<file path="config.mk">
export PLATFORM = sky130hd
export DESIGN_NAME = crz_ctrl
export DESIGN_NICKNAME = d
export VERILOG_FILES = /design/src/sv/crz_pkg.sv /design/src/sv/crz_ctrl.sv
export SDC_FILE = /design/constraint.sdc
export NUM_CORES = 1
export LEC_CHECK = 0
export BUFFER_PORTS_ARGS = -buffer_cell sky130_fd_sc_hd__buf_4
export CAP_MARGIN = 20
export CORE_MARGIN = 1
export CORE_UTILIZATION = 50
export DETAILED_ROUTE_END_ITERATION = 10
export PLACE_DENSITY = 0.77
export SLEW_MARGIN = 20
export SYNTH_ARGS = -nofsm -noshare
export SYNTH_HDL_FRONTEND = slang
export SYNTH_SLANG_ARGS = --single-unit
export TNS_END_PERCENT = 50
</file>
<file path="constraint.sdc">
create_clock -name i_clk -period 3.2 [get_ports i_clk]
set_input_delay 0.16 -clock i_clk [delete_from_list [all_inputs] [get_ports i_clk]]
set_output_delay 0.16 -clock i_clk [all_outputs]
set_load 0.05 [all_outputs]
</file>
<file path="src/sv/crz_pkg.sv">
package crz_pkg;

    localparam int COORD_BITS = 16;
    localparam int COLOR_BITS = 32;
    localparam int CFG_BITS   = 15;
    localparam int CFG_IDX_BITS = 1;
    // working width of the clip arithmetic: wide enough for any clipped product
    localparam int WORK_BITS  = 48;
    localparam int CNT_BITS   = $clog2(WORK_BITS + 1);
    localparam int DIFF_BITS  = COORD_BITS + 1;
    localparam int DEC_BITS   = 20;
    localparam int OP_BITS    = 3;

    localparam logic CMD_START = 1'b0;
    localparam logic CMD_STEP  = 1'b1;

    localparam logic [CFG_IDX_BITS-1:0] REG_IMAGE_WIDTH  = 1'b0;
    localparam logic [CFG_IDX_BITS-1:0] REG_IMAGE_HEIGHT = 1'b1;

    // clip operations, in the order they are tried
    localparam logic [OP_BITS-1:0] OP_TOP_1    = 3'd0;
    localparam logic [OP_BITS-1:0] OP_TOP_2    = 3'd1;
    localparam logic [OP_BITS-1:0] OP_BOTTOM_1 = 3'd2;
    localparam logic [OP_BITS-1:0] OP_BOTTOM_2 = 3'd3;
    localparam logic [OP_BITS-1:0] OP_LEFT_1   = 3'd4;
    localparam logic [OP_BITS-1:0] OP_LEFT_2   = 3'd5;
    localparam logic [OP_BITS-1:0] OP_RIGHT_1  = 3'd6;
    localparam logic [OP_BITS-1:0] OP_RIGHT_2  = 3'd7;

    typedef enum logic [2:0] {
        MODE_VERT   = 3'd0,
        MODE_HORZ   = 3'd1,
        MODE_PFLAT  = 3'd2,
        MODE_PSTEEP = 3'd3,
        MODE_NFLAT  = 3'd4,
        MODE_NSTEEP = 3'd5
    } t_mode;

    typedef struct packed {
        logic               load_start;
        logic               op_start;
        logic               apply;
        logic               finish;
        logic               reject;
        logic               step;
        logic [OP_BITS-1:0] op;
    } t_cmd;

    typedef struct packed {
        logic reject_cond;
        logic inside_cond;
        logic op_cond;
        logic md_done;
        logic out_free;
    } t_status;

    function automatic logic signed [COORD_BITS-1:0] sat_coord(
        input logic signed [WORK_BITS-1:0] v);
        logic signed [WORK_BITS-1:0] lim_hi;
        logic signed [WORK_BITS-1:0] lim_lo;
        lim_hi = WORK_BITS'((64'sd1 <<< (COORD_BITS - 1)) - 64'sd1);
        lim_lo = -lim_hi - WORK_BITS'(1);
        if (v > lim_hi) begin
            return lim_hi[COORD_BITS-1:0];
        end else if (v < lim_lo) begin
            return lim_lo[COORD_BITS-1:0];
        end
        return v[COORD_BITS-1:0];
    endfunction

endpackage

</file>
<file path="src/sv/crz_ctrl.sv">
module crz_ctrl import crz_pkg::*; (
    input  logic    i_clk,
    input  logic    i_rst_n,
    input  logic    i_in_valid,
    input  logic    i_in_cmd,
    output logic    o_in_ready,
    input  t_status i_status,
    output t_cmd    o_cmd
);

    typedef enum logic [5:0] {
        S_IDLE   = 6'b000001,
        S_CHECK  = 6'b000010,
        S_TEST   = 6'b000100,
        S_CALC   = 6'b001000,
        S_FINISH = 6'b010000,
        S_REJECT = 6'b100000
    } t_state;

    t_state             r_state, n_state;
    logic [OP_BITS-1:0] r_op, n_op;
    logic               take;

    assign o_in_ready = (r_state == S_IDLE) && i_status.out_free;
    assign take       = o_in_ready && i_in_valid;

    always_comb begin
        n_state          = r_state;
        n_op             = r_op;
        o_cmd            = '0;
        o_cmd.op         = r_op;
        unique case (r_state)
            S_IDLE: begin
                if (take) begin
                    if (i_in_cmd == CMD_STEP) begin
                        o_cmd.step = 1'b1;
                    end else begin
                        o_cmd.load_start = 1'b1;
                        n_state          = S_CHECK;
                    end
                end
            end
            S_CHECK: begin
                n_op = OP_TOP_1;
                priority if (i_status.reject_cond) begin
                    n_state = S_REJECT;
                end else if (i_status.inside_cond) begin
                    n_state = S_FINISH;
                end else begin
                    n_state = S_TEST;
                end
            end
            S_TEST: begin
                if (i_status.op_cond) begin
                    o_cmd.op_start = 1'b1;
                    n_state        = S_CALC;
                end else if (r_op == OP_RIGHT_2) begin
                    n_state = S_FINISH;
                end else begin
                    n_op = r_op + OP_BITS'(1);
                end
            end
            S_CALC: begin
                if (i_status.md_done) begin
                    o_cmd.apply = 1'b1;
                    if (r_op == OP_RIGHT_2) begin
                        n_state = S_FINISH;
                    end else begin
                        n_op    = r_op + OP_BITS'(1);
                        n_state = S_TEST;
                    end
                end
            end
            S_FINISH: begin
                if (i_status.out_free) begin
                    o_cmd.finish = 1'b1;
                    n_state      = S_IDLE;
                end
            end
            S_REJECT: begin
                if (i_status.out_free) begin
                    o_cmd.reject = 1'b1;
                    n_state      = S_IDLE;
                end
            end
            default: begin
                n_state = S_IDLE;
            end
        endcase
    end

    always_ff @(posedge i_clk) begin
        if (!i_rst_n) begin
            r_state <= S_IDLE;
            r_op    <= OP_TOP_1;
        end else begin
            r_state <= n_state;
            r_op    <= n_op;
        end
    end

endmodule

</file>
Yosys cells after proc, flatten, opt, wreduce, memory -nomap -nowiden
Index checks and enable logic that the tools add are counted.
{ "word_totals": {"out_inout_bits": 10, "wordCells": 49, "in_bits": 9, "regBits": 9} }
{ "op_classes": {"n_mux": 27, "addsub": 1, "n_reduce_logical": 6, "n_eq_ne": 13} }
{ "ops": {"columns": ["op", "n"], "rows": [
  ["2-to-1 mux 6 bit", 7],
  ["one-hot mux 6 bit (5 select lines)", 1],
  ["2-to-1 mux 1 bit", 13],
  ["2-to-1 mux 5 bit", 2],
  ["2-to-1 mux 3 bit", 3],
  ["one-hot mux 3 bit (3 select lines)", 1],
  ["!= test 2 bit (second input constant)", 4],
  ["== test 6 x 1 -> 1 bit (second input constant)", 1],
  ["== test 6 x 2 -> 1 bit (second input constant)", 1],
  ["== test 6 x 3 -> 1 bit (second input constant)", 1],
  ["== test 6 x 4 -> 1 bit (second input constant)", 1],
  ["== test 6 x 5 -> 1 bit (second input constant)", 1],
  ["== test 6 bit (second input constant)", 1],
  ["AND reduction 5 bit", 1],
  ["adder 3 x 1 -> 3 bit (second input constant)", 1],
  ["== test 3 bit (second input constant)", 1],
  ["!= test 3 bit (second input constant)", 1],
  ["AND reduction 3 bit", 1],
  ["nonzero test 3 bit", 1],
  ["logical AND 1 bit", 2],
  ["!= test 2 x 1 -> 1 bit (second input constant)", 1],
  ["OR reduction 2 bit", 1]
]} }

Logic depth before layout (Yosys ltp)
{ "logic_depth": {"depth_word": 5, "depth_mapped": 6, "depth_no_buf": 5} }

Worst setup path after synthesis
Ideal clock, no wire load.
{ "synth_path": {"kind": "register -> output", "from": "reg r_state[0]", "to": "out o_cmd[4] (netlist name)", "slack_ps": 670, "n_path_buf": 0, "t_required_ps": 3040, "path_stages_with_launch": 4, "arrival_ps": 2370, "path_cell_list": "dfxtp_1 > nor3_1 > nand2_1 > nor4b_1"} }
{ "synth_rtl": {"columns": ["element", "line", "rtl"], "rows": [
  ["start, declared", "crz_ctrl.sv:20", "t_state r_state, n_state;"],
  ["start signal, assigned", "crz_ctrl.sv:97", "r_state <= n_state;"],
  ["end, declared", "crz_ctrl.sv:8", "output t_cmd o_cmd"]
]} }

==> results by stage <==
Outcome:
- The flow ran to the end, and the final reports show no timing, DRC or antenna violations.

Clock network:
- The CTS buffer count is 3.
- Buffers inserted to repair hold after CTS numbered 0.
- The clock edge transition at the registers on the reported setup and hold paths is 0.07 ns.
- The buffer levels on the longest clock path is 2.
- The root buffer selected by CTS is sky130_fd_sc_hd__clkbuf_4.
- TritonCTS built the clock tree.
- The source-to-sink clock delay at the later pin of the worst-skew pair is 0.27 ns.
- The CTS sink count is 9.
- Post-CTS timing repair inserted 0 buffers for setup.
- The post-cts repair resize count is 0.
- In this run the number of H-tree levels came out at 1.

Min path:
- The min-delay analysis places its worst path in the category input port to flop.
- The beginning of the worst hold path is i_rst_n.

Synth:
- The number of flip-flops and latches in the synthesized netlist is 9.
- The count of cell types in the netlist is 30.
- The number of nets in the synthesized netlist is 99.
- The cell area after synthesis is 684 um^2.
- The number of warnings reported in the yosys synthesis log is 0.
- The part of the Yosys area used for sequential elements is 26.3%.
- The post-synthesis async set-or-reset flop share is 0%.
- The cell count after synthesis is 88.
- In this run, synthesis inferred 0 flip-flops with an integrated enable.
- The dominant synthesized flop cell is sky130_fd_sc_hd__dfxtp_1.
- Dividing the synthesized area by the synthesized cell count gives 7.78 um^2.

Power:
- Combinational logic burns 18.7% of the power.
- The worst vdd rail ir drop is 0.000248 V.
- The power density over the cells is 305 nW/um^2.
- The leakage power total is 0.362 nW.
- The net switching fraction of the power is 29.2%.
- The power share of the sequential group is 45.9%.
- For this design the total switching power over the nets is 0.0736 mW.
- Of the total power, the clock network draws 35.4%.
- The internal power of the cells totals 0.178 mW.

Setup path:
- The worst endpoint data arrival time is 1.92 ns.
- The startpoint of the worst-slack reg-to-reg timing path is r_state[4]$_SDFFE_PN0P_.
- The longest individual stage delay on the worst path is 0.63 ns.
- Walking the worst path, the cells encountered are or4_4 -> nor2_1 -> and2_1 -> buf_4.
- The startpoint class of the critical path is a flop.
- The worst setup path is captured at an output pin.
- The largest individual stage delay along the critical path comes from the cell sky130_fd_sc_hd__or4_4.
- The critical path startpoint is r_state[4]$_SDFFE_PN0P_.
- The largest driver fanout on the critical path is 9.
- The required time at the worst-slack endpoint is 3.04 ns.
- The setup path with the least slack is of type flop to output pin.

Place:
- The routability congestion estimate from global placement is 0.894.
- The total of buffers placed on input and output ports is 18.
- After legalization and detailed placement, the total HPWL measured 1200 um.
- In this run the cell area measured after placement is 800 um^2.

Timing:
- Measured against its own limit, the worst slew margin works out to 66.4%.
- For this run, the top clock speed supported by timing is 481 MHz.
- The count of final setup violators is 0.
- At the pin with the least slew margin, the transition time is 0.497 ns.
- Setup repair after global routing left no endpoint under its margin.
- The worst slack on hold paths is 0.185 ns.
- The time the worst path needs with I/O delays and setup is 2.08 ns.
- The hold violation count in the final report is 0.
- The number of pins exceeding their max-slew limit in the final report is 0.
- Setup total negative slack on the finished layout was measured at 0 ns.
- The worst path uses 65.0% of the clock period.
- For the final database, setup skew stands at 0.00856 ns.

Die:
- The width of the chip is 39.0 um.
- The die height is 39.0 um.
- The number of I/O pins is 19.
- The floorplan has 12 rows.
- The initial cell density of the core is 57.7%.
- The floorplan step defined a core boundary enclosing 1190 um^2.
- The die covers 1520 um^2.

Global routing:
- The number of global-route vias before repair is 549.
- The global routing usage summed across all routing layers is 23.2%.
- Global routing finished with a remaining overflow of 0.
- The initial antenna violation count is 0.
- The pin count of the biggest net entering global routing is 10.
- The first global-routing pass estimated 2360 um of wire.

Finish:
- The number of diodes is 0.
- The post-synthesis to final-layout area growth is 20.8%.
- The fraction of layout cells with a size suffix above 1 is 25.0%.
- Summing all flip-flop and latch instances after layout gives 180 um^2.
- The footprint of the multi-input gates is 444 um^2.
- The count of nets after finishing is 116.
- The count of fill cells added during filler insertion is 106.
- The final design area excluding fillers is 827 um^2.

Drt:
- The residual antenna-violating net count after detailed routing is 0.
- The via count is 687.
- The first routing iteration left 39 violations.
- For this run, design rule violations remaining after detail routing come to 0.
- The final routed wire length divided by cell count is 13.3 um.
- The aggregate routed wire length is 1570 um.
- The first detailed-routing pass took 5 iterations.
- After detailed routing, the number of vias per cell comes to 5.82.

Run:
- The number of max-cap violations is 0.
[registers in the layout (all words and copies together) (netlist names)]
name,flops
r_op,3
r_state,6
[synthesized netlist by cell type (2+ instances only)]
cell                        n  area, um^2
sky130_fd_sc_hd__clkbuf_1   4        15.0
sky130_fd_sc_hd__buf_6      2        22.5
sky130_fd_sc_hd__nand2b_1   2        12.5
sky130_fd_sc_hd__nor3_1     9        45.0
sky130_fd_sc_hd__dfxtp_1    9         180
sky130_fd_sc_hd__ha_1       2        25.0
sky130_fd_sc_hd__nor4b_1    4        35.0
sky130_fd_sc_hd__inv_1      6        22.5
sky130_fd_sc_hd__o21ai_0    4        20.0
sky130_fd_sc_hd__nor4_1     2        12.5
sky130_fd_sc_hd__mux2i_1    3        30.0
sky130_fd_sc_hd__a221oi_1   2        17.5
sky130_fd_sc_hd__o211ai_1   3        22.5
sky130_fd_sc_hd__nor2_1    10        37.5
sky130_fd_sc_hd__o31ai_1    2        15.0
sky130_fd_sc_hd__and2_1     2        12.5
sky130_fd_sc_hd__nand3_1    2        10.0
sky130_fd_sc_hd__nand2_1    8        30.0
[logic make-up (layout without fill, tap and decap cells)]
group           count (synthesis)  in the layout  share of synthesized area, %
mux                             3              3                          4.39
xor+xnor                        1              1                          1.28
simple gates                   46             46                          38.9
buf+inv                        12             28                          8.77
fa+ha+maj                       2              2                          3.66
flops                           9              9                          26.3
compound gates                 15             15                          16.6
[final timing paths]
check / cells after the start / slack [ns] / end
setup / recovery: 4 / 1.12 / o_cmd[7]
hold / removal: 3 / 0.19 / r_state[4]$_SDFFE_PN0P_
setup reg to reg: 4 / 1.42 / r_op[0]$_SDFFE_PN0P_
hold reg to reg: 2 / 0.48 / r_op[1]$_SDFFE_PN0P_
[layout make-up]
type | instances | share of cell area [%]
clock inverters | 1 | 0.605
clock buffers | 3 | 2.72
flip-flops and latches | 9 | 21.8
inverters | 6 | 2.72
well taps | 14 | 2.12
multi-input cells | 67 | 53.7
repair buffers | 18 | 16.3
[layout by cell type (no fill, tap or decap)]
cell	n
sky130_fd_sc_hd__nor3_2	1
sky130_fd_sc_hd__buf_4	18
sky130_fd_sc_hd__o21a_1	1
sky130_fd_sc_hd__a311oi_2	1
sky130_fd_sc_hd__o31a_1	1
sky130_fd_sc_hd__nand3_1	2
sky130_fd_sc_hd__and2_1	2
sky130_fd_sc_hd__nor4b_1	4
sky130_fd_sc_hd__ha_1	2
sky130_fd_sc_hd__nand3b_1	1
sky130_fd_sc_hd__nor4_4	1
sky130_fd_sc_hd__nor3_1	9
sky130_fd_sc_hd__mux2i_1	3
sky130_fd_sc_hd__clkinv_2	1
sky130_fd_sc_hd__nor2_1	10
sky130_fd_sc_hd__and4_1	1
sky130_fd_sc_hd__clkbuf_4	3
sky130_fd_sc_hd__a221oi_1	2
sky130_fd_sc_hd__nand2b_1	2
sky130_fd_sc_hd__o31ai_1	2
sky130_fd_sc_hd__nor4_1	2
sky130_fd_sc_hd__o211ai_1	3
sky130_fd_sc_hd__xor2_1	1
sky130_fd_sc_hd__dfxtp_1	9
sky130_fd_sc_hd__o21ai_0	4
sky130_fd_sc_hd__nand2_1	8
sky130_fd_sc_hd__or4_4	1
sky130_fd_sc_hd__inv_1	6
sky130_fd_sc_hd__and3_1	1
sky130_fd_sc_hd__nor2b_1	1
sky130_fd_sc_hd__a211oi_1	1
[metrics by stage]
stage	utilization, %	worst slack, ns	power, mW	instances
finish	69.7	1.12	0.252	118
global route	69.7	1.04	0.261	118
CTS	69.7	1.13	0.254	118
detailed placement	67.4	1.43	0.165	114
global placement	67.4	1.46	0.165	114
floorplan	-	0.670	0.149	88
[worst max-delay path, delay by kind of cell (launching register included)]
kind                   cells  cell delay [ns]
and+or+nand+nor            3             1.06
buffers and inverters      1             0.20
DFF                        1             0.39
[power groups by stage]
stage / clock network (mW) / registers (mW) / logic (mW)
2_1_floorplan: 0 / 0.118 / 0.0312
3_3_place_gp: 0 / 0.118 / 0.0465
3_5_place_dp: 0 / 0.118 / 0.0465
4_1_cts: 0.0913 / 0.116 / 0.0467
5_1_grt: 0.0952 / 0.116 / 0.0501
6_report: 0.0891 / 0.116 / 0.0470
[per-layer routing]
layer | global-route usage (%) | part of all wire (%) | vias up
met4 | 5.17 | 0.64 | 0
met2 | 33.8 | 44 | 22
met1 | 32.2 | 49 | 311
li1 | - | - | 352
met3 | 8.67 | 6.5 | 2
met5 | 0 | 0 | -
(Power assumes the default switching activity.)
